<file path="config.mk">
export PLATFORM = sky130hd
export DESIGN_NAME = tac_merge
export DESIGN_NICKNAME = d
export VERILOG_FILES = /design/src/sv/tac_pkg.sv /design/src/sv/tac_merge.sv
export SDC_FILE = /design/constraint.sdc
export NUM_CORES = 1
export LEC_CHECK = 0
export ABC_CLOCK_PERIOD_IN_PS = 6160
export BUFFER_PORTS_ARGS = -buffer_cell sky130_fd_sc_hd__buf_4
export CAP_MARGIN = 30
export CELL_PAD_IN_SITES_DETAIL_PLACEMENT = 0
export CELL_PAD_IN_SITES_GLOBAL_PLACEMENT = 2
export CORE_MARGIN = 3
export CORE_UTILIZATION = 36
export CTS_BUF_LIST = sky130_fd_sc_hd__clkbuf_2
export DETAILED_ROUTE_END_ITERATION = 12
export GPL_ROUTABILITY_DRIVEN = 0
export HOLD_SLACK_MARGIN = 0.02
export PLACE_DENSITY = 0.76
export SLEW_MARGIN = 10
export SYNTH_ARGS = -nofsm -noshare
export SYNTH_HDL_FRONTEND = slang
export SYNTH_SLANG_ARGS = --single-unit
</file>
<file path="constraint.sdc">
create_clock -name clk -period 6.16 [get_ports clk]
set_input_delay 0.616 -clock clk [delete_from_list [all_inputs] [get_ports clk]]
set_output_delay 0.616 -clock clk [all_outputs]
set_load 0.1 [all_outputs]
</file>
<file path="src/sv/tac_pkg.sv">
package tac_pkg;

  localparam int NUM_AXES      = 6;
  localparam int NUM_THRUSTERS = 8;
  localparam int NUM_RESULTS   = NUM_AXES + NUM_THRUSTERS;
  localparam int POS_W         = $clog2(NUM_RESULTS);

  // pipeline depth from tick acceptance to settled thrusts
  localparam int CALC_LAT = 5;
  localparam int CNT_W    = $clog2(CALC_LAT + 1);

  localparam int DEADBAND_Q15 = 3276;

  typedef logic signed [15:0] axis_t;
  typedef logic        [15:0] gain_t;
  typedef logic signed [17:0] amount_t;
  typedef logic signed [15:0] coef_t;

  typedef axis_t   [NUM_AXES-1:0]      cmd_vec_t;
  typedef gain_t   [NUM_AXES-1:0]      gain_vec_t;
  typedef amount_t [NUM_AXES-1:0]      force_vec_t;
  typedef amount_t [NUM_THRUSTERS-1:0] thrust_vec_t;

  // input operation codes
  localparam logic OP_SAMPLE = 1'b0;
  localparam logic OP_TICK   = 1'b1;

  // result kinds
  localparam logic KIND_FORCE  = 1'b0;
  localparam logic KIND_THRUST = 1'b1;

  // configuration register indexes
  typedef enum logic [2:0] {
    REG_SURGE_GAIN,
    REG_SWAY_GAIN,
    REG_HEAVE_GAIN,
    REG_ROLL_GAIN,
    REG_PITCH_GAIN,
    REG_YAW_GAIN,
    REG_HORIZONTAL_LIMIT,
    REG_VERTICAL_LIMIT
  } reg_idx_t;

  localparam gain_vec_t GAIN_RESET = {16'd3840, 16'd1280, 16'd1280,
                                      16'd3840, 16'd5120, 16'd5120};
  localparam gain_t HLIM_RESET = 16'd4352;
  localparam gain_t VLIM_RESET = 16'd12800;

  // pseudo-inverse allocation matrix, Q2.14, row per thruster
  localparam coef_t ALLOC_COEF [NUM_THRUSTERS][NUM_AXES] = '{
    '{16'sd5793, -16'sd5793, 16'sd0,    16'sd0,      16'sd0,      -16'sd5793},
    '{16'sd5793,  16'sd5793, 16'sd0,    16'sd0,      16'sd0,      -16'sd5793},
    '{16'sd5793, -16'sd5793, 16'sd0,    16'sd0,      16'sd0,       16'sd5793},
    '{16'sd5793,  16'sd5793, 16'sd0,    16'sd0,      16'sd0,       16'sd5793},
    '{16'sd0,     16'sd0,    16'sd4096, 16'sd16384, -16'sd16384,   16'sd0},
    '{16'sd0,     16'sd0,    16'sd4096, 16'sd16384,  16'sd16384,   16'sd0},
    '{16'sd0,     16'sd0,    16'sd4096, -16'sd16384, 16'sd16384,   16'sd0},
    '{16'sd0,     16'sd0,    16'sd4096, -16'sd16384, -16'sd16384,  16'sd0}
  };

  // zero inside the +-0.1 band
  function automatic axis_t deadband(input axis_t x);
    axis_t r;
    r = x;
    if ((x <= 16'sd3276) && (x >= -16'sd3276)) begin
      r = '0;
    end
    return r;
  endfunction

  // negation that saturates the most negative code
  function automatic axis_t negate_sat(input axis_t x);
    axis_t r;
    r = -x;
    if (x == -16'sd32768) begin
      r = 16'sd32767;
    end
    return r;
  endfunction

  // saturate to the 18-bit amount range
  function automatic amount_t sat_amount(input logic signed [22:0] v);
    amount_t r;
    r = v[17:0];
    if (v > 23'sd131071) begin
      r = 18'sd131071;
    end else if (v < -23'sd131072) begin
      r = -18'sd131072;
    end
    return r;
  endfunction

endpackage

</file>
<file path="src/sv/tac_merge.sv">
module tac_merge (
  input  logic                 clk,
  input  logic                 rst_n,
  input  logic                 load_i,
  input  tac_pkg::force_vec_t  force_i,
  input  tac_pkg::thrust_vec_t thrust_i,
  input  logic                 out_ready,
  output logic                 out_valid,
  output logic                 out_kind,
  output logic [2:0]           out_channel,
  output tac_pkg::amount_t     out_amount,
  output logic                 out_last
);
  import tac_pkg::*;

  amount_t            amt_r [NUM_RESULTS];
  logic [POS_W-1:0]   pos_r;
  logic               valid_r;
  logic               take;

  assign take = valid_r && out_ready;

  // result line: forces first, then thrusts, shifted out at the head
  always_ff @(posedge clk) begin
    if (load_i) begin
      for (int i = 0; i < NUM_AXES; i++) begin
        amt_r[i] <= force_i[i];
      end
      for (int i = 0; i < NUM_THRUSTERS; i++) begin
        amt_r[NUM_AXES + i] <= thrust_i[i];
      end
    end else if (take) begin
      for (int i = 0; i < NUM_RESULTS - 1; i++) begin
        amt_r[i] <= amt_r[i + 1];
      end
    end
  end

  // position and valid control
  always_ff @(posedge clk) begin
    if (!rst_n) begin
      pos_r   <= '0;
      valid_r <= 1'b0;
    end else if (load_i) begin
      pos_r   <= '0;
      valid_r <= 1'b1;
    end else if (take) begin
      pos_r <= pos_r + 1'b1;
      if (pos_r == POS_W'(NUM_RESULTS - 1)) begin
        valid_r <= 1'b0;
      end
    end
  end

  // result labels follow from the position
  always_comb begin
    if (pos_r < POS_W'(NUM_AXES)) begin
      out_kind    = KIND_FORCE;
      out_channel = pos_r[2:0];
    end else begin
      out_kind    = KIND_THRUST;
      out_channel = 3'(pos_r - POS_W'(NUM_AXES));
    end
  end

  assign out_valid  = valid_r;
  assign out_amount = amt_r[0];
  assign out_last   = (pos_r == POS_W'(NUM_RESULTS - 1));

endmodule

</file>
* Word-level counts from Yosys, hierarchy flattened
Memory sizes are Yosys's and may differ from the RTL's. Index checks and enable logic that the tools add are counted. Widths: inputs -> output; s select.
Storage, ports and cells: register bits after elaboration 5, output and inout bits 24, input port bits 256, word-level logic and storage cells 49, memories kept 1, bits in writable memories 252
Memories:
- amt_r | depth 14, bits a word 18, rd ports 14, clocked after memory_dff 0, wr ports 14, line tac_merge.sv:16 | amount_t amt_r [NUM_RESULTS];
Operators by class: bitwise gates (word level) 14, $add $sub $neg 2, muxes and demuxes 23, eq/ne operators 1, order comparisons 1, reductions and logical operators 5
Operator list (count):
- $mux 18 | 13
- $or 1x1->1 | 13
- $mux 1 | 9
- $add 4x1->4 const B | 1
- $eq 4x4->1 const B | 1
- $lt 4x3->1 const B | 1
- $reduce_bool 2->1 | 2
- $mux 3 | 1
- $sub 3x3->3 const B | 1
- $reduce_and 2->1 | 1
- $reduce_or 2->1 | 1
- $logic_and 1x1->1 | 1
- $not 1->1 | 1

* Logic depth before layout (Yosys ltp)
depth after elaboration 5, mapped depth 6, gate-level depth less buffers 4

* Worst setup path after synthesis
No wires, ideal clock.
kind reg2reg, start point register valid_r, in the netlist out_valid, end point memory amt_r[0][0] in the netlist's numbering (enable), arrival time 6233 ps, setup time 605 ps, buffers on the path 1, stages on the path, launching flop included 4, clock period less this slack 6837 ps, setup slack -677 ps, data required time 5555 ps, cell sequence dfxtp_1 buf_2 nand2_1 nand2_1
RTL lines:
- start, declared | line tac_merge.sv:18 | logic valid_r;
- start signal, assigned | line tac_merge.sv:43 | valid_r <= 1'b0;
- start signal, assigned | line tac_merge.sv:46 | valid_r <= 1'b1;
- start signal, assigned | line tac_merge.sv:50 | valid_r <= 1'b0;
- end, declared | line tac_merge.sv:16

==> metrics <==
count of endpoints failing hold in the final timing report=0; fraction of power consumed by the clock network=slightly above 30%; Sw Pwr=~0.00097 W; TritonCTS clock tree=yes; critical path type=reg -> reg; unrepaired setup endpoints after global routing=no; crit end category=flip-flop; internal power contribution=around 0.0029 W; cell total after placement=1202; Clock Skews=74.5 ps; number of remaining DRC errors=0; hold bufs inserted after CTS=about 160; remaining global-route overflow=0; crit path launch type=flip-flop; outcome=finished clean; Comb pwr share=13.9%; final net count=between 1000 and 1500; depth of the most critical reg-to-reg path=3; number of global-route vias before repair=~7200; routed wire length=between 20000 and 25000 um; global-route usage over all layers=between 10% and 20%; endpoint of the worst-slack reg-to-reg timing path=amt_r[0][90]; ANT nets after route=0; CORE AREA=between 30000 and 40000 sq um; flop2flop setup slack=3380 ps; Initial Utilization=a little over a third; HPWL after detailed placement=between 10000 and 15000 um; Hold Path Class=in -> reg; post-route non-filler standard cell count=around 1500; Detailed Route Iter0 Violations=248; number of failing setup endpoints in the final timing report=0; wire length of the first global-routing pass=between 30000 and 40000 um; Arrival @ worst endpoint=about 3200 ps; count of H-tree levels built during CTS=3; number of buffer cells added on primary ports=roughly 280; clock transition time at the flip-flop clock pins of the worst setup and hold paths=~90 ps; number of max-cap violations=0; count of synthesis-stage warnings from yosys=0; maximum clock frequency=359 MHz; Final Max Slew Viols=0; share of the yosys chip area belonging to registers=between 60 and 70%; data required time of the worst path=6520 ps; EDFF count, synth=252; area of the die=roughly 33000 sq um; iteration count of the initial detailed-routing pass=4; sequential share of power=a little under three fifths; Clk Latency, worst-skew pair=around 800 ps; min Tclk post-route=2780 ps; portion of the clock cycle consumed by the worst path in the final layout=between 40% and 50%; post-CTS sizing=0; buffer depth of the longest clock path=3; Worst setup startpoint=out_valid; average size of a mapped cell=a little under 20 sq um; summed instance area of the synthesized netlist=between 10000 and 15000 sq um; count of different cell masters after synthesis=28; net count after synthesis=between 800 and 900; clk root buf=clkbuf_2; ports placed on the boundary=280; post-CTS setup buffers=0; number of synthesized register bits=around 260; detailed-route vias per instance=roughly 4.4; Die Span X=between 150 and 200 um; Crit Reg-Reg Startpoint=out_valid; die height=between 150 and 200 um; fill count=approximately 2600; site row count=64; layout cells sized above 1=58.8%; Leak Pwr=between 6 and 7 nW; Setup crit end=amt_r[0][90]; pin count of the biggest net entering global routing=118; routed length per placed instance=16.0 um; start point of the worst min-delay path=thrust_i[117]; ratio of total power to cell area=~240 nW/um^2; slew at the pin closest to its max-slew limit=between 900 and 1000 ps; final sum of negative setup slack=0 ps; area growth from synthesis to final layout=40.4%; Crit Path Max Fanout=117; predominant post-synthesis flop cell=edfxtp_1; net switching fraction of the power=between 20% and 30%; sink count of the clock tree=~260; worst slew margin relative to its limit=39.7%; detailed-route via count=6599; maximum vdd drop=between 0.15 and 0.2 mV; final hold slack=about 150 ps; number of cells produced by synthesis=569; async set-reset flop share out of synthesis=0%; TritonCTS Buffers=74; number of antenna violations at the first check in global routing=2
-- how the worst min path moves through the flow --
| stage | endpoint | slack [ps] | cells after the start |
|---|---|---|---|
| floorplan | pos_r[2] | 520 | 2 |
| global placement | amt_r[0][11] | 530 | 1 |
| detailed placement | amt_r[0][202] | 530 | 1 |
| CTS | amt_r[0][156] | 20 | 2 |
| global route | amt_r[0][99] | 20 | 2 |
| finish | amt_r[0][225] | 150 | 2 |
-- flip-flops by register name (all words and copies together) (netlist names) --
register / cells
amt_r: 252
out_valid: 1
pos_r: 4
-- layout by cell type (no fill, tap or decap), types with 2 or more instances in the layout --
cell	instances
buf_4	283
edfxtp_1	252
dlygate4sd3_1	160
mux2_2	134
clkbuf_2	109
mux2_4	100
clkinv_1	8
dfxtp_1	5
nand3b_1	3
ha_1	3
inv_2	3
clkinvlp_4	3
diode_2	2
a21o_1	2
inv_1	2
or3b_2	2
mux2i_1	2
a21oi_1	2
-- layer usage --
metal | up-vias | GRT usage [%] | routed length (um)
li1 | 3209 | - | -
met1 | 3048 | 15.9 | 9510
met2 | 286 | 22.6 | 11100
met3 | 56 | 6.58 | 2610
met4 | 0 | 5.91 | 589
met5 | - | 0 | 0
-- logic make-up after synthesis --
family	Yosys count	share of synthesized area, %
simple gates	14	0.910
buf+inv	50	3.27
fa+ha+maj	3	0.333
flops	257	68.0
compound gates	9	0.566
mux	236	26.9
-- power by group through the flow --
stage | sequential (W) | clock, W | combinational, W
6_report | 0.00212 | 0.00118 | 0.000535
3_3_place_gp | 0.00216 | 0 | 0.000445
2_1_floorplan | 0.00217 | 0 | 0.000291
5_1_grt | 0.00214 | 0.00134 | 0.000573
3_5_place_dp | 0.00217 | 0 | 0.000453
4_1_cts | 0.00213 | 0.00125 | 0.000539
-- cell usage after synthesis (2+ instances only) --
master    instances  area, sq um
mux2_2          134         1510
buf_6            12          135
ha_1              3         37.5
mux2i_1           2         20.0
a21oi_1           2         10.0
a21o_1            2         15.0
buf_2            16         80.1
edfxtp_1        252         7570
or3b_2            2         17.5
buf_4            19          143
dfxtp_1           5          100
mux2_4          100         1500
nand3b_1          3         22.5
nand2_1           2         7.51
inv_1             2         7.51
-- critical path, cell delays in order, from the launching register on --
cell and delay, ps:
dfxtp_1 590, nand2_1 220, nand2_8 700, buf_4 750
-- final cells by class --
type                            count  area [sq um]  share of cell area, %
Sequential cell                   257          7670                   48.5
Timing Repair Buffer              445          3770                   23.8
Multi-Input combinational cell    262          3250                   20.5
Clock buffer                      109           546                   3.45
Tap cell                          396           495                   3.13
Clock inverter                     16          77.6                  0.490
Inverter                            2          7.51                 0.0474
Antenna cell                        2          5.00                 0.0316
-- metrics by stage --
step           area (sq um)  power [W]  setup slack [ps]  utilization (%)
2_1_floorplan         11300    0.00246              1570                -
3_3_place_gp          13600    0.00261              2730             44.1
3_5_place_dp          13600    0.00262              2770             44.2
4_1_cts               15800    0.00392              3290             51.4
5_1_grt               15800    0.00406              3150             51.5
6_report              15800    0.00384              3380             51.5
(Power assumes the default switching activity.)
