`src/sv/tac_pkg.sv`:
```
package tac_pkg;

  localparam int NUM_AXES      = 6;
  localparam int NUM_THRUSTERS = 8;
  localparam int NUM_RESULTS   = NUM_AXES + NUM_THRUSTERS;
  localparam int POS_W         = $clog2(NUM_RESULTS);

  // pipeline depth from tick acceptance to settled thrusts
  localparam int CALC_LAT = 5;
  localparam int CNT_W    = $clog2(CALC_LAT + 1);

  localparam int DEADBAND_Q15 = 3276;

  typedef logic signed [15:0] axis_t;
  typedef logic        [15:0] gain_t;
  typedef logic signed [17:0] amount_t;
  typedef logic signed [15:0] coef_t;

  typedef axis_t   [NUM_AXES-1:0]      cmd_vec_t;
  typedef gain_t   [NUM_AXES-1:0]      gain_vec_t;
  typedef amount_t [NUM_AXES-1:0]      force_vec_t;
  typedef amount_t [NUM_THRUSTERS-1:0] thrust_vec_t;

  // input operation codes
  localparam logic OP_SAMPLE = 1'b0;
  localparam logic OP_TICK   = 1'b1;

  // result kinds
  localparam logic KIND_FORCE  = 1'b0;
  localparam logic KIND_THRUST = 1'b1;

  // configuration register indexes
  typedef enum logic [2:0] {
    REG_SURGE_GAIN,
    REG_SWAY_GAIN,
    REG_HEAVE_GAIN,
    REG_ROLL_GAIN,
    REG_PITCH_GAIN,
    REG_YAW_GAIN,
    REG_HORIZONTAL_LIMIT,
    REG_VERTICAL_LIMIT
  } reg_idx_t;

  localparam gain_vec_t GAIN_RESET = {16'd3840, 16'd1280, 16'd1280,
                                      16'd3840, 16'd5120, 16'd5120};
  localparam gain_t HLIM_RESET = 16'd4352;
  localparam gain_t VLIM_RESET = 16'd12800;

  // pseudo-inverse allocation matrix, Q2.14, row per thruster
  localparam coef_t ALLOC_COEF [NUM_THRUSTERS][NUM_AXES] = '{
    '{16'sd5793, -16'sd5793, 16'sd0,    16'sd0,      16'sd0,      -16'sd5793},
    '{16'sd5793,  16'sd5793, 16'sd0,    16'sd0,      16'sd0,      -16'sd5793},
    '{16'sd5793, -16'sd5793, 16'sd0,    16'sd0,      16'sd0,       16'sd5793},
    '{16'sd5793,  16'sd5793, 16'sd0,    16'sd0,      16'sd0,       16'sd5793},
    '{16'sd0,     16'sd0,    16'sd4096, 16'sd16384, -16'sd16384,   16'sd0},
    '{16'sd0,     16'sd0,    16'sd4096, 16'sd16384,  16'sd16384,   16'sd0},
    '{16'sd0,     16'sd0,    16'sd4096, -16'sd16384, 16'sd16384,   16'sd0},
    '{16'sd0,     16'sd0,    16'sd4096, -16'sd16384, -16'sd16384,  16'sd0}
  };

  // zero inside the +-0.1 band
  function automatic axis_t deadband(input axis_t x);
    axis_t r;
    r = x;
    if ((x <= 16'sd3276) && (x >= -16'sd3276)) begin
      r = '0;
    end
    return r;
  endfunction

  // negation that saturates the most negative code
  function automatic axis_t negate_sat(input axis_t x);
    axis_t r;
    r = -x;
    if (x == -16'sd32768) begin
      r = 16'sd32767;
    end
    return r;
  endfunction

  // saturate to the 18-bit amount range
  function automatic amount_t sat_amount(input logic signed [22:0] v);
    amount_t r;
    r = v[17:0];
    if (v > 23'sd131071) begin
      r = 18'sd131071;
    end else if (v < -23'sd131072) begin
      r = -18'sd131072;
    end
    return r;
  endfunction

endpackage

```
`src/sv/tac_thrust_lane.sv`:
```
module tac_thrust_lane (
  input  logic                clk,
  input  logic [2:0]          thr_i,
  input  tac_pkg::force_vec_t force_i,
  input  tac_pkg::gain_t      limit_i,
  output tac_pkg::amount_t    thrust_o
);
  import tac_pkg::*;

  logic signed [33:0] prod_r [NUM_AXES];
  logic signed [36:0] sum_r;
  logic signed [36:0] sum_nxt;
  logic signed [36:0] rnd;
  logic signed [22:0] quo;
  amount_t            sat18;
  logic signed [18:0] sat19;
  logic signed [18:0] lim19;
  amount_t            thrust_nxt;
  amount_t            thrust_r;

  // one product per axis
  always_ff @(posedge clk) begin
    for (int j = 0; j < NUM_AXES; j++) begin
      prod_r[j] <= ALLOC_COEF[thr_i][j] * $signed(force_i[j]);
    end
  end

  // sum of the six products
  always_comb begin
    sum_nxt = '0;
    for (int j = 0; j < NUM_AXES; j++) begin
      sum_nxt = sum_nxt + {{3{prod_r[j][33]}}, prod_r[j]};
    end
  end

  // round, saturate, then clamp to the symmetric limit
  always_comb begin
    rnd   = sum_r + 37'sd8192;
    quo   = rnd[36:14];
    sat18 = sat_amount(quo);
    sat19 = {sat18[17], sat18};
    lim19 = $signed({3'b000, limit_i});
    if (sat19 >= lim19) begin
      thrust_nxt = lim19[17:0];
    end else if (sat19 <= -lim19) begin
      thrust_nxt = 18'(-lim19);
    end else begin
      thrust_nxt = sat19[17:0];
    end
  end

  always_ff @(posedge clk) begin
    sum_r    <= sum_nxt;
    thrust_r <= thrust_nxt;
  end

  assign thrust_o = thrust_r;

endmodule

```
`config.mk`:
```
export PLATFORM = sky130hd
export DESIGN_NAME = tac_thrust_lane
export DESIGN_NICKNAME = d
export VERILOG_FILES = /design/src/sv/tac_pkg.sv /design/src/sv/tac_thrust_lane.sv
export SDC_FILE = /design/constraint.sdc
export NUM_CORES = 2
export LEC_CHECK = 0
export ABC_AREA = 0
export BUFFER_PORTS_ARGS = -buffer_cell sky130_fd_sc_hd__buf_2
export CORE_ASPECT_RATIO = 0.75
export CORE_MARGIN = 3
export CORE_UTILIZATION = 40
export DETAILED_ROUTE_END_ITERATION = 10
export SYNTH_ARGS = -nofsm -noshare
export SYNTH_HDL_FRONTEND = slang
export SYNTH_SLANG_ARGS = --single-unit
```
`constraint.sdc`:
```
create_clock -name clk -period 18.3 [get_ports clk]
set_input_delay 0.915 -clock clk [delete_from_list [all_inputs] [get_ports clk]]
set_output_delay 0.915 -clock clk [all_outputs]
set_load 0.05 [all_outputs]
```
======== Word-level counts from Yosys, hierarchy flattened ========
Memories as Yosys holds them, arrays and structs flattened.
Index checks and enable logic that the tools add are counted.
storage, ports and cells
  bits in read-only memories .............. 768
  logic and storage cells ................. 30
  input bits .............................. 128
  memories ................................ 2
  register bits ........................... 55
  bits in writable memories ............... 204
cells by class
  add/subtract/negate cells ............... 7
  order comparisons ....................... 5
  bitwise operators ....................... 1
  muxes and demuxes ....................... 6
  multiply operators ...................... 6
memory list
  memory           words  bits a word  rd ports  clocked after Yosys merged registers in  write ports  line                   RTL
  (no name shown)  8      96           1         0                                        0            tac_thrust_lane.sv:24  prod_r[j] <= ALLOC_COEF[thr_i][j] * $signed(force_i[j]);
  prod_r           6      34           6         0                                        6            tac_thrust_lane.sv:10  logic signed [33:0] prod_r [NUM_AXES];
operators with widths
  kind                                                                               count
  16-bit by 18-bit multiplier with 34-bit output                                     6
  96-bit two-way mux                                                                 2
  37-bit adder                                                                       2
  18-bit two-way mux                                                                 3
  36-bit by 34-bit adder with 37-bit output                                          1
  37-bit by 15-bit adder with 37-bit output, second input constant                   1
  35-bit by 34-bit adder with 36-bit output                                          1
  34-bit by 34-bit adder with 35-bit output                                          1
  23-bit by 18-bit greater-than comparator with 1-bit output, second input constant  1
  23-bit by 18-bit less-than comparator with 1-bit output, second input constant     1
  18-bit by 19-bit less-or-equal comparator with 1-bit output                        1
  16-bit negation with 19-bit output                                                 1
  18-bit by 17-bit >= comparator with 1-bit output                                   1
  16-bit two-way mux                                                                 1
  4-bit >= comparator, second input constant                                         1
  3-bit NOT with 4-bit output                                                        1

======== Longest topological paths before layout ========
  word-level depth ........................ 7
  gate-level depth with buffers ........... 29
  mapped depth without buffers ............ 26

======== Worst setup path before layout ========
OpenSTA, ideal clock, no wires.
  kind .................................... input -> register
  from .................................... in thr_i[2]
  to ...................................... mem prod_r[1][32]
  arrival time ............................ 7.709 ns
  path slack .............................. 10.519 ns
  cell stages on the path ................. 27
  cell sequence ........................... clkbuf_1 -> buf_1 -> clkbuf_1 -> nor2b_1 -> nand2b_1 -> inv_1 -> fa_1 -> inv_1 -> fa_1 -> fa_1 -> inv_1 -> fa_1 -> fa_1 -> inv_1 -> fa_1 -> inv_1 -> ha_1 -> a2111oi_0 -> a21oi_1 -> a21o_1 -> o211ai_1 -> o21ai_1 -> o311ai_1 -> o211ai_1 -> a31o_2 -> a21oi_1 -> xnor2_1
RTL lines
  item                line                   RTL
  start: declaration  tac_thrust_lane.sv:3   input logic [2:0] thr_i,
  end: declaration    tac_thrust_lane.sv:10

==> out/qor.txt <==
run status = complete, no violations
fraction of the mapped netlist area in compound gates = 7.36%
starting density of the core = 40.8%
fraction of synthesized area in multiplexers = 0.358%
number of distinct library cell variants in the gate-level netlist after synthesis = 85
Net Count, Synth = 5265
proportion of layout cells with a drive suffix above 1 = 6.14%
total wirelength of the detailed-routed design = 88400 um
vias per inst = 4.76
final RePlAce weighted congestion = 0.923
die width = 357 um
Max clock buf depth = 3
synthesized area per cell = 9.57 um^2
total number of H-tree levels = 1
skew final = 0.0115 ns
TritonCTS sink count = 202
end point of the worst hold path = prod_r[2][32]
fraction of the mapped netlist area in adder cells = 56.0%
path class of the lowest-slack min-delay path = in -> reg
endpoint of the worst register-to-register path = thrust_o[6]
Row Count = 95
number of endpoints failing setup at the final stage = 0
RSZ-0062 raised after global routing = no
biggest area consumer among synthesized cells = fa_1
fraction of synthesis flops using an asynchronous set or reset pin = 0%
total CTS buffers = 24
top cell type's share of synthesized area = 34.7%
maximum frequency from static timing analysis = 0.115 GHz
first-iteration detailed-routing DRC count = 1432
total I/O pin count = 146
post-synthesis cell area = 0.0370 mm^2
vias in the first global route = 25800
number of warning messages in the yosys log = 0
height of the die = 269 um
setup slack of the worst register-to-register path = 12.69 ns
Clock transition at path regs = 0.06 ns
buffers inserted during post-CTS setup optimization = 0
Setup crit start kind = primary input
final critical-path share of the clock period = 47.6%
max-slew violations = 0
Floorplan Core Area = 0.0907 mm^2
Post-layout nets = 5371
clk root buf = clkbuf_16
CTS tree = yes
count of instances resized after the clock tree is built = 0
fill cell total of the finished layout = 8911
synthesis-stage register bit count = 202
share of synthesized cell area in and, or, nand and nor gates = 9.50%
initial antenna violation count = 1
gate count of the mapped netlist = 3868
tightest slew margin relative to the limit = 34.7%
final hold vios = 0
number of port buffers = 145
total global-route track usage = 18.9%
vias = 24800
hold buffers post-CTS = 0
worst endpoint required time = 18.75 ns
DRC violation count after routing = 0
primary flip-flop cell chosen by synthesis mapping = dfxtp_1
Arr. time, crit path = 9.17 ns
endpoint class of the critical path = register
largest family of logic cells by synthesized area = adder cells
largest net degree at the start of global routing = 69
Routed Antenna Nets = 0
EDFF count, synth = 0
overall die area = 0.0962 mm^2
Pre-antenna DRT Iters = 7
critical register-to-register path startpoint = sum_r[13]
Final Critical Period = 8.72 ns
synthesized-area fraction occupied by xor and xnor cells = 4.71%
first-pass GRT wire length = 143000 um
total congestion overflow = 0
Worst Reg-to-Reg Cells = 18
P&R area growth vs syn = 7.71%
Synth area leaders = fa_1 (35%), ha_1 (21%), dfxtp_1 (11%)
sum of net half-perimeters after detailed placement = 79200 um
share of the core filled with cells in the final layout = 44.0%
Min-Delay Path Depth = 2
share of the yosys chip area belonging to registers = 10.9%
min-delay src = force_i[53]
pin slew with the least headroom to its limit = 0.972 ns
number of maximum-capacitance violations = 0
Critical Path Fanout Max = 45
routed wire length per instance = 17.0 um
post-route setup TNS = 0 ns
critical path class = in -> reg
clk_lat worst skew = 0.54 ns
finished layout cell area = 0.0399 mm^2
Cell Area, Placed = 0.0390 mm^2
-- cell type report --
type / instances / area (um^2) / area share, %
multi-input combinational: 2573 / 28800 / 72.3
clock inverter: 10 / 160 / 0.402
tap: 1212 / 1520 / 3.80
clock buffer: 34 / 709 / 1.78
antenna: 1 / 2.50 / 0.00628
timing repair buffer: 149 / 758 / 1.90
inverter: 1024 / 3850 / 9.65
sequential: 202 / 4040 / 10.1
-- critical path: stages --
cell      delay, ns
buf_2          0.36
nor2_1         0.74
clkinv_1       0.86
nor2_1         0.30
ha_1           0.15
inv_1          0.06
fa_1           0.54
inv_1          0.06
fa_1           0.52
fa_1           0.54
fa_1           0.57
inv_1          0.06
fa_1           0.54
inv_1          0.06
ha_1           0.37
nand4_1        0.31
or3_1          0.44
o22ai_1        0.46
nor2_1         0.13
o21ai_0        0.42
a41oi_1        0.25
nand3_1        0.17
nand2_1        0.10
o211ai_1       0.18
-- layer usage --
layer | part of all wire (%) | track usage, %
met1 | 51 | 29.5
met2 | 41 | 27.9
met3 | 6.7 | 3.49
met4 | 1.1 | 2.13
met5 | 0 | 0
-- stage by stage --
stage	setup slack, ns	instances	hold WS (ns)
final	9.58	5205	0.588
after CTS	9.66	5204	0.555
after detailed placement	9.14	5160	0.806
after global placement	9.25	5160	0.813
after floorplan	10.52	3868	0.706
after global routing	8.96	5204	0.578
-- cell usage after synthesis (all sizes together), types with 11 or more instances --
| master | instances |
|---|---|
| a31oi | 13 |
| o21a | 24 |
| o21ai | 108 |
| a211oi | 16 |
| a222oi | 11 |
| nor2b | 74 |
| nand3 | 40 |
| mux2i | 11 |
| or2 | 29 |
| nor3 | 29 |
| nor2 | 155 |
| ha | 627 |
| nand2 | 123 |
| or3 | 19 |
| fa | 642 |
| clkbuf | 58 |
| o211ai | 12 |
| a21oi | 113 |
| and3 | 19 |
| inv | 1020 |
| dfxtp | 202 |
| xor2 | 62 |
| nand4 | 16 |
| a21o | 53 |
| xnor2 | 136 |
| buf | 11 |
| o21bai | 19 |
| and2 | 92 |
| nand2b | 57 |
-- registers in the layout, indices dropped and copies added, names as in the netlist --
signal,count
sum_r,24
thrust_o,18
prod_r,160
-- logic make-up after synthesis --
family / after synthesis
xor+xnor: 198
compound gates: 422
mux: 13
other cells: 1
flops: 202
buf+inv: 1093
simple gates: 669
fa+ha+maj: 1270
-- how the worst max path moves through the flow --
stage          startpoint             to  depth (start not counted)
2_1_floorplan    thr_i[2]  prod_r[1][32]                         27
3_3_place_gp     thr_i[1]  prod_r[5][30]                         24
3_5_place_dp     thr_i[1]  prod_r[5][32]                         24
4_1_cts          thr_i[1]  prod_r[5][32]                         24
5_1_grt          thr_i[1]  prod_r[5][32]                         24
6_report         thr_i[1]  prod_r[5][32]                         24
-- layout by cell type (no fill, tap or decap), types with 56 or more instances in the layout --
cell type	n
inv_1	1017
dfxtp_1	202
nor2_1	154
buf_2	144
nand2_1	123
xor2_1	62
and2_1	87
ha_1	627
nor2b_1	74
xnor2_1	135
fa_1	642
nand2b_1	56
a21oi_1	113
o21ai_0	91
Power is not shown: default switching activity piles up to over one toggle a cycle in this logic, so the estimate is an artifact.
