===== config.mk =====
export PLATFORM = sky130hd
export DESIGN_NAME = tac_force_lane
export DESIGN_NICKNAME = d
export VERILOG_FILES = /design/src/sv/tac_pkg.sv /design/src/sv/tac_force_lane.sv
export SDC_FILE = /design/constraint.sdc
export NUM_CORES = 1
export LEC_CHECK = 0
export BUFFER_PORTS_ARGS = -buffer_cell sky130_fd_sc_hd__clkbuf_2
export CAP_MARGIN = 20
export CORE_ASPECT_RATIO = 1.25
export CORE_MARGIN = 8
export CORE_UTILIZATION = 70
export DETAILED_ROUTE_END_ITERATION = 10
export PLACE_DENSITY = 0.89
export SETUP_SLACK_MARGIN = 0.15
export SYNTH_ARGS = -nofsm -noshare
export SYNTH_HDL_FRONTEND = slang
export SYNTH_SLANG_ARGS = --single-unit

===== constraint.sdc =====
create_clock -name clk -period 14.95 [get_ports clk]
set_input_delay 0 -clock clk [delete_from_list [all_inputs] [get_ports clk]]
set_output_delay 0 -clock clk [all_outputs]
set_load 0.01 [all_outputs]

===== src/sv/tac_pkg.sv =====
package tac_pkg;

  localparam int NUM_AXES      = 6;
  localparam int NUM_THRUSTERS = 8;
  localparam int NUM_RESULTS   = NUM_AXES + NUM_THRUSTERS;
  localparam int POS_W         = $clog2(NUM_RESULTS);

  // pipeline depth from tick acceptance to settled thrusts
  localparam int CALC_LAT = 5;
  localparam int CNT_W    = $clog2(CALC_LAT + 1);

  localparam int DEADBAND_Q15 = 3276;

  typedef logic signed [15:0] axis_t;
  typedef logic        [15:0] gain_t;
  typedef logic signed [17:0] amount_t;
  typedef logic signed [15:0] coef_t;

  typedef axis_t   [NUM_AXES-1:0]      cmd_vec_t;
  typedef gain_t   [NUM_AXES-1:0]      gain_vec_t;
  typedef amount_t [NUM_AXES-1:0]      force_vec_t;
  typedef amount_t [NUM_THRUSTERS-1:0] thrust_vec_t;

  // input operation codes
  localparam logic OP_SAMPLE = 1'b0;
  localparam logic OP_TICK   = 1'b1;

  // result kinds
  localparam logic KIND_FORCE  = 1'b0;
  localparam logic KIND_THRUST = 1'b1;

  // configuration register indexes
  typedef enum logic [2:0] {
    REG_SURGE_GAIN,
    REG_SWAY_GAIN,
    REG_HEAVE_GAIN,
    REG_ROLL_GAIN,
    REG_PITCH_GAIN,
    REG_YAW_GAIN,
    REG_HORIZONTAL_LIMIT,
    REG_VERTICAL_LIMIT
  } reg_idx_t;

  localparam gain_vec_t GAIN_RESET = {16'd3840, 16'd1280, 16'd1280,
                                      16'd3840, 16'd5120, 16'd5120};
  localparam gain_t HLIM_RESET = 16'd4352;
  localparam gain_t VLIM_RESET = 16'd12800;

  // pseudo-inverse allocation matrix, Q2.14, row per thruster
  localparam coef_t ALLOC_COEF [NUM_THRUSTERS][NUM_AXES] = '{
    '{16'sd5793, -16'sd5793, 16'sd0,    16'sd0,      16'sd0,      -16'sd5793},
    '{16'sd5793,  16'sd5793, 16'sd0,    16'sd0,      16'sd0,      -16'sd5793},
    '{16'sd5793, -16'sd5793, 16'sd0,    16'sd0,      16'sd0,       16'sd5793},
    '{16'sd5793,  16'sd5793, 16'sd0,    16'sd0,      16'sd0,       16'sd5793},
    '{16'sd0,     16'sd0,    16'sd4096, 16'sd16384, -16'sd16384,   16'sd0},
    '{16'sd0,     16'sd0,    16'sd4096, 16'sd16384,  16'sd16384,   16'sd0},
    '{16'sd0,     16'sd0,    16'sd4096, -16'sd16384, 16'sd16384,   16'sd0},
    '{16'sd0,     16'sd0,    16'sd4096, -16'sd16384, -16'sd16384,  16'sd0}
  };

  // zero inside the +-0.1 band
  function automatic axis_t deadband(input axis_t x);
    axis_t r;
    r = x;
    if ((x <= 16'sd3276) && (x >= -16'sd3276)) begin
      r = '0;
    end
    return r;
  endfunction

  // negation that saturates the most negative code
  function automatic axis_t negate_sat(input axis_t x);
    axis_t r;
    r = -x;
    if (x == -16'sd32768) begin
      r = 16'sd32767;
    end
    return r;
  endfunction

  // saturate to the 18-bit amount range
  function automatic amount_t sat_amount(input logic signed [22:0] v);
    amount_t r;
    r = v[17:0];
    if (v > 23'sd131071) begin
      r = 18'sd131071;
    end else if (v < -23'sd131072) begin
      r = -18'sd131072;
    end
    return r;
  endfunction

endpackage


===== src/sv/tac_force_lane.sv =====
module tac_force_lane (
  input  logic            clk,
  input  tac_pkg::gain_t  gain_i,
  input  tac_pkg::axis_t  cmd_i,
  output tac_pkg::amount_t force_o
);
  import tac_pkg::*;

  logic signed [32:0] prod_r;
  logic signed [33:0] rnd;
  logic signed [18:0] quo;
  amount_t            force_r;

  // round half up, then floor by 2^15
  always_comb begin
    rnd = {prod_r[32], prod_r} + 34'sd16384;
    quo = rnd[33:15];
  end

  // gain times command, then round and saturate
  always_ff @(posedge clk) begin
    prod_r  <= $signed({1'b0, gain_i}) * cmd_i;
    force_r <= sat_amount({{4{quo[18]}}, quo});
  end

  assign force_o = force_r;

endmodule


Word level (Yosys, flattened, before mapping)
Index checks and enable logic that the tools add are counted.
Storage, ports and cells
  register bits after elaboration: 51
  latch bits: 0
  RAM bits: 0
  memory bits (read-only): 0
  bits of input ports: 33
  output and inout bits: 18
  word-level logic and storage cells: 7
  memories kept: 0
Cells by class
  add/sub/neg operators: 1
  $mul: 1
  divide/modulo/power cells: 0
  order comparisons: 2
  equality and inequality tests: 0
  shifts and indexed selects: 0
  mux-type cells: 1
  bitwise logic cells: 0
  reductions and logical operators: 0
Operator list (count)
  $add 33x16->34 const B: 1
  $mul 17x16->33: 1
  $gt 19x18->1 const B: 1
  $lt 19x18->1 const B: 1
  $mux 18: 1

Longest topological paths before layout
Gate-level depths: netlist (run 1).
  depth in word-level cells: 3
  mapped depth: 21
  depth with buffers taken out: 19

Least setup slack after synthesis (run 1)
Ideal clock, no wire load.
  path type: input-to-reg
  start: input gain_i[5]
  end: register prod_r[25]
  setup time: 0.128 ns
  data arrival time: 5.117 ns
  required time: 14.822 ns
  setup slack: 9.705 ns
  cell stages on the path: 21
  path buffers: 2
  cell sequence: clkbuf_1 > nand2_1 > fa_1 > inv_1 > fa_1 > inv_1 > fa_1 > inv_1 > fa_1 > fa_1 > inv_1 > fa_1 > inv_1 > ha_1 > buf_6 > a21oi_4 > o21ai_2 > a221o_1 > a31o_1 > a41oi_2 > xnor2_1
On the way
  longest elaborated chain between the ends: 1
Ends and longest elaborated chain
  from (decl): RTL line tac_force_lane.sv:3  | input tac_pkg::gain_t gain_i,
  $mul 17x16->33: RTL line tac_force_lane.sv:22  | prod_r <= $signed({1'b0, gain_i}) * cmd_i;
  to (signal assigned): RTL line tac_force_lane.sv:22
  to (decl): RTL line tac_force_lane.sv:9  | logic signed [32:0] prod_r;
No other way between the ends.
A chain may end at the register's enable or synchronous reset.

Final worst setup path (run 1)
  start: input cmd_i[15]
  end: register prod_r[29]
On the way
  longest elaborated chain between the ends: 1
Ends and longest elaborated chain
  from (decl): RTL line tac_force_lane.sv:4  | input tac_pkg::axis_t cmd_i,
  $mul 17x16->33: RTL line tac_force_lane.sv:22
No other way between the ends.

==> results of run 1 <==
[state kept, by name, indices dropped and copies added, names as in the netlist]
signal / cells
force_o: 18
prod_r: 19
[routing by layer]
| metal | track usage [%] | routed length [um] |
|---|---|---|
| met5 | 0 | 0 |
| met3 | 2.96 | 1530 |
| met4 | 15.1 | 1380 |
| met1 | 30.9 | 8540 |
| met2 | 50.1 | 12800 |
[cell usage in the layout (no fill, tap or decap), drive strengths merged, types with 15 or more instances in the layout]
cell    Yosys  layout
nor2       33      33
and2      115     115
fa        193     193
ha        120     120
xor2       15      15
a21oi      30      30
xnor2      19      19
o21ai      34      34
inv       235     235
clkbuf     39      57
dfxtp      37      37
nand2     162     162
[synthesized netlist by cell type (2+ instances only)]
| cell | instances | area (um^2) |
|---|---|---|
| buf_6 | 4 | 45.0 |
| ha_1 | 120 | 1500 |
| a21o_1 | 4 | 30.0 |
| a221oi_1 | 2 | 17.5 |
| a21boi_0 | 2 | 15.0 |
| nand3_1 | 13 | 65.1 |
| o21ai_0 | 31 | 155 |
| and2_1 | 115 | 719 |
| nand2b_1 | 8 | 50.1 |
| a31oi_1 | 6 | 37.5 |
| nand4_1 | 13 | 81.3 |
| clkbuf_2 | 2 | 10.0 |
| clkbuf_1 | 37 | 139 |
| and4_1 | 2 | 17.5 |
| nor4_1 | 2 | 12.5 |
| xor2_1 | 15 | 131 |
| o21ai_1 | 2 | 10.0 |
| inv_1 | 235 | 882 |
| o21a_1 | 5 | 37.5 |
| fa_1 | 193 | 3860 |
| o2111ai_1 | 2 | 17.5 |
| nor2_1 | 32 | 120 |
| nor3_1 | 4 | 20.0 |
| o211ai_1 | 2 | 15.0 |
| mux2i_1 | 3 | 30.0 |
| or3_1 | 2 | 12.5 |
| xnor2_1 | 19 | 166 |
| dfxtp_1 | 37 | 741 |
| o31a_1 | 2 | 17.5 |
| nand2_1 | 162 | 608 |
| a21oi_1 | 28 | 140 |
| and3_1 | 8 | 50.1 |
[stage by stage]
step / area (um^2) / worst slack, ps / hold WS (ps)
2_1_floorplan: 10100 / 9710 / 304
3_3_place_gp: 10400 / 9230 / 389
3_5_place_dp: 10400 / 9190 / 390
4_1_cts: 10500 / 9450 / 504
5_1_grt: 10500 / 9200 / 534
6_report: 10500 / 9410 / 503
[cell families after synthesis]
| logic type | count (synthesis) | share of synthesized area (%) |
|---|---|---|
| multiplexers | 3 | 0.298 |
| AND/OR/NAND/NOR | 371 | 18.4 |
| flip-flops | 37 | 7.34 |
| AO/OA/AOI/OAI | 107 | 7.18 |
| buffers and inverters | 279 | 10.7 |
| adder cells (fa/ha/maj) | 313 | 53.2 |
| XOR/XNOR | 34 | 2.95 |
[worst min-delay path, cell delays in order (launching register included)]
cell and delay, ps:
dfxtp_1 350, xor2_1 70, nand2_1 50
[area by class of cell]
type / instances / share of cell area (%)
multi-input combinational: 828 / 78.5
inverter: 235 / 8.37
sequential: 37 / 7.03
timing repair buffer: 50 / 2.37
tap: 178 / 2.11
clock buffer: 7 / 1.35
clock inverter: 1 / 0.285
[worst paths after layout]
check	slack, ps	cells after the start	end
max	9410	18	prod_r[29]
min	500	2	force_o[9]
max reg2reg	13010	6	force_o[8]
min reg2reg	500	2	force_o[9]
==> metrics.md, run 1 <==
| Metric | Value |
|---|---|
| EDFF count, synth | `0` |
| Die height | `about 150 um` |
| Maximum clock rate | `about 180 MHz` |
| Primary FF master, synth | `dfxtp_1` |
| Slew HR | `between 50% and 60%` |
| Largest stage delay on the critical path | `550 ps` |
| Crit path launch | `cmd_i[15]` |
| Buf+Inv Stages, Crit Path | `4` |
| TritonCTS Buffers | `5` |
| # clock sinks | `37` |
| WP data required | `approximately 15000 ps` |
| Placed Cells | `between 1000 and 1500` |
| Min Clock Period, post-route | `roughly 5500 ps` |
| Initial Util | `a little under three quarters` |
| Crit path DAT | `~5800 ps` |
| Die width | `between 100 and 150 um` |
| Crit-path most repeated cell | `fa_1` |
| Vias per inst | `~5.9` |
| Pre-antenna DRT Iters | `5` |
| DP Wirelength | `20.0 mm` |
| Synthesized area per cell | `~9 um^2` |
| Post-CTS resize count | `0` |
| CTS tree | `yes` |
| Final period util | `between 30% and 40%` |
| Share of cells above drive strength 1 | `6.04%` |
| CP max stage cell | `fa_1` |
| WL final | `between 20 and 25 mm` |
| Worst min path class | `flip-flop to flip-flop` |
| First-pass GRT wire length | `between 40 and 50 mm` |
| Initial DRC count | `approximately 520` |
| Number of fill cells | `approximately 1100` |
| Status | `finished, final reports clean` |
| Fin cells | `approximately 1300` |
| Via count of the first global-routing pass | `slightly below 9000` |
| GRT Overall Usage | `about 28%` |
| Endpoints failing setup | `0` |
| Seq. cell area | `741 um^2` |
| Nets | `roughly 1500` |
| Setup Crit Path Kind | `primary input to flip-flop` |
| CP max FO | `11` |
| CP endpoint kind | `flip-flop` |
| Max Cap Violations | `0` |
| Syn Inst Count | `around 1100` |
| Synthesized area | `around 10000 um^2` |
| Final Util | `between 70 and 80%` |
| Synth Net Count | `approximately 1500` |
| H-tree levels | `2` |
| YS warnings | `0` |
| Asr flop ratio synth | `0%` |
| Row Count | `49` |
| Port bufs | `50` |
| Drt wl/cell | `between 15 and 20 um` |
| Kind of cell adding the most delay to the critical path | `adder cells` |
| GRT overflow | `0` |
| Clk Latency, worst-skew pair | `between 200 and 300 ps` |
| GP Congestion | `around 0.95` |
| Antenna-violating nets left | `0` |
| Largest net degree at the start of global routing | `17` |
| I/O pin count | `51` |
| Post-synthesis cell type count | `64` |
| Antenna violations before repair | `0` |
| Sequential area share after synthesis | `~7.3%` |
| Hold Crit Start | `prod_r[24]` |
| Synthesized flop and latch total | `37` |
| Number of setup buffers added after CTS | `0` |
| TNS Setup | `0 ps` |
| Layout area overhead | `4.43%` |
| Die ar. | `about 19000 um^2` |
| RSZ-0062 raised after global routing | `no` |
| CTS root buf | `clkbuf_16` |
| Number of diodes | `0` |
| DRC viols | `0` |
| Worst Tran Pin Value | `approximately 620 ps` |
| Worst R2R Start | `prod_r[20]` |
| Area occupied by multi-input gates | `8270 um^2` |
| Core area | `about 14000 um^2` |
| Slew Viols, Final | `0` |
| Hold_buf cts | `0` |
| Max Buffers Root-to-Sink | `2` |
| Hold Violations, Final | `0` |
| Via count | `around 7900` |
| Clock skew | `1.20 ps` |
| Crit-path cells | `clkbuf_2, inv_1, nor2_1, fa_1, fa_1, fa_1, fa_1, fa_1, inv_1, fa_1, inv_1, ha_1, a21oi_2, o21ai_2, a221o_1, a31o_1, a31oi_1, xnor2_1` |
| Clock transition at path regs | `around 50 ps` |
| Startpoint class of the critical path | `primary input` |
Power of run 1 is left out: the tool's default activity adds up to more than one toggle a clock period on the data nets, which glitch-free logic cannot reach.
==> inputs of run 2 (changes only) <==
CORE_UTILIZATION = 65   (was 70)
PLACE_DENSITY = 0.84   (was 0.89)
clock period = 5.7 ns   (was 14.95 ns; I/O delays follow)
==> run 2 against run 1 <==
Core utilization down 3.8 points. Setup slack worse by 9100 ps. Hold slack worse by 3.8 ps. Wire length up 4.5%. Non-clock buffer count up 28. Sequential cell count unchanged. Clock skew up 3.6 ps. Cell area up 2.6%. Critical endpoint is now prod_r[30]. Highest routed layer unchanged.
==> metrics.md, run 2 (synthesis gave the netlist of run 1 again) <==
| Metric | Value |
|---|---|
| Status | `finished, final reports clean` |
| DRC viols | `0 (unchanged)` |
| Hold Violations, Final | `0 (unchanged)` |
| # clock sinks | `37 (unchanged)` |
| Core area | `15400 um^2 (+8.1%)` |
| Startpoint class of the critical path | `primary input` |
| Die ar. | `19800 um^2 (+6.8%)` |
| First-pass GRT wire length | `41.4 mm (+2.1%)` |
| Slew HR | `61.4% (+3.2 points)` |
| WL final | `25.3 mm (+4.5%)` |
| Hold_buf cts | `0 (unchanged)` |
| Endpoints failing setup | `0 (unchanged)` |
| Worst Tran Pin Value | `577 ps (-47.6 ps)` |
| Fin area | `10800 um^2 (+2.6%)` |
| Max Cap Violations | `0 (unchanged)` |
| CTS root buf | `clkbuf_16` |
| Final period util | `95.1%` |
| Antenna violations before repair | `0 (unchanged)` |
| H-tree levels | `2 (unchanged)` |
| GRT Overall Usage | `26.4% (-1.3 points)` |
| Max reg flops | `19 (unchanged)` |
| Clock skew | `4.76 ps (+3.56 ps)` |
| Number of fill cells | `1179 (+11%)` |
| Layout area overhead | `7.12%` |
| Setup Crit Path Kind | `primary input to flip-flop` |
| Min Clock Period, post-route | `between 5000 and 6000 ps` |
| Maximum clock rate | `between 150 and 200 MHz` |
| GRT overflow | `0 (unchanged)` |
| Max Buffers Root-to-Sink | `2 (unchanged)` |
| RSZ-0062 raised after global routing | `no` |
| I/O pin count | `51 (unchanged)` |
| Crit path DAT | `5580 ps (-170 ps)` |
| Biggest register | `prod_r` |
| Pre-antenna DRT Iters | `5 (unchanged)` |
| Port bufs | `50 (unchanged)` |
| Area post-placement | `10600 um^2 (+2.4%)` |
| DP Wirelength | `21.0 mm (+5.2%)` |
| Initial DRC count | `549 (+6.4%)` |
| Drt wl/cell | `18.1 um (about the same)` |
| Die width | `127 um (+3.3%)` |
| FF-to-FF setup slack | `3740 ps (-9270 ps)` |
| CP endpoint kind | `flip-flop` |
| Die height | `155 um (+3.4%)` |
| Min Hold Slack | `499 ps (-3.83 ps)` |
| WP data required | `5860 ps (-9290 ps)` |
| Largest net degree at the start of global routing | `17 (unchanged)` |
| Worst min path class | `flip-flop to flip-flop` |
| Row Count | `51 (+4.1%)` |
| Slew Viols, Final | `0 (unchanged)` |
| Via count of the first global-routing pass | `8694 (+0.52%)` |
| Share of cells above drive strength 1 | `8.85% (+2.8 points)` |
| Number of diodes | `0 (unchanged)` |
| Antenna-violating nets left | `0 (unchanged)` |
| CP max FO | `16 (+5)` |
| Fin cells | `1398 (+4.6%)` |
| GP Congestion | `0.940 (-0.56%)` |
| Initial Util | `65.6% (-5.3 points)` |
| TritonCTS Buffers | `5 (unchanged)` |
| Final Util | `70.3% (-3.8 points)` |
| Placed Cells | `1389 (+4.6%)` |
| Commonest non-fill, non-tap cell in the layout | `inv_1` |
| Clock transition at path regs | `60 ps (about the same)` |
| Nets | `1531 (+1.9%)` |
| CTS tree | `yes` |
| Clk Latency, worst-skew pair | `280 ps (about the same)` |
| Commonest cells after routing, fill and taps aside | `inv_1 (235), fa_1 (193), nand2_1 (161)` |
| Via count | `8146 (+2.5%)` |
| Vias per inst | `5.83 (-2.0%)` |
run 2: path summary, 6_finish.rpt:
kind,from,end,cells past startpoint
min,prod_r[22],force_o[7],2
max reg2reg,prod_r[20],force_o[8],6
max,gain_i[11],prod_r[30],20
min reg2reg,prod_r[22],force_o[7],2
run 2: area by class of cell:
type	count	area, um^2	share of cell area, %
Tap cell	212	265	2.45
Clock inverter	3	17.5	0.162
Sequential cell	37	741	6.85
Clock buffer	5	125	1.16
Multi-Input combinational cell	828	8310	76.9
Timing Repair Buffer	78	465	4.31
Inverter	235	882	8.16
run 2: what timing repair did:
item / in CTS / in global routing
setup endpoints to repair: 0 / 11
buffers inserted: 0 / 1
gates resized for setup: 0 / 19
run 2: routing by layer:
metal	up-vias	GRT usage [%]	share of wire, %
li1	3605	-	-
met1	4009	30.0	36
met2	416	47.3	51
met3	116	2.60	6.2
met4	0	15.3	6.0
met5	-	0	0
run 2: per-stage QoR:
step	setup slack [ps]	TNS, ps
global route	59.8	0
global placement	96.6	0
detailed placement	-44.2	-57.4
finish	280	0
floorplan	455	0
CTS	238	0
run 2: critical path: stages:
cell       delay, ps
clkbuf_2         240
and2_1           260
fa_1             500
inv_1             50
fa_1             520
inv_1             50
fa_1             530
fa_1             440
fa_1             540
inv_1             60
fa_1             570
inv_1             70
ha_2             410
and3_1           230
o211ai_1         100
a21o_1           230
a2111oi_4        290
buf_4            200
o2111ai_1        100
nor3b_1          170
Power of run 2 is left out for the same reason.
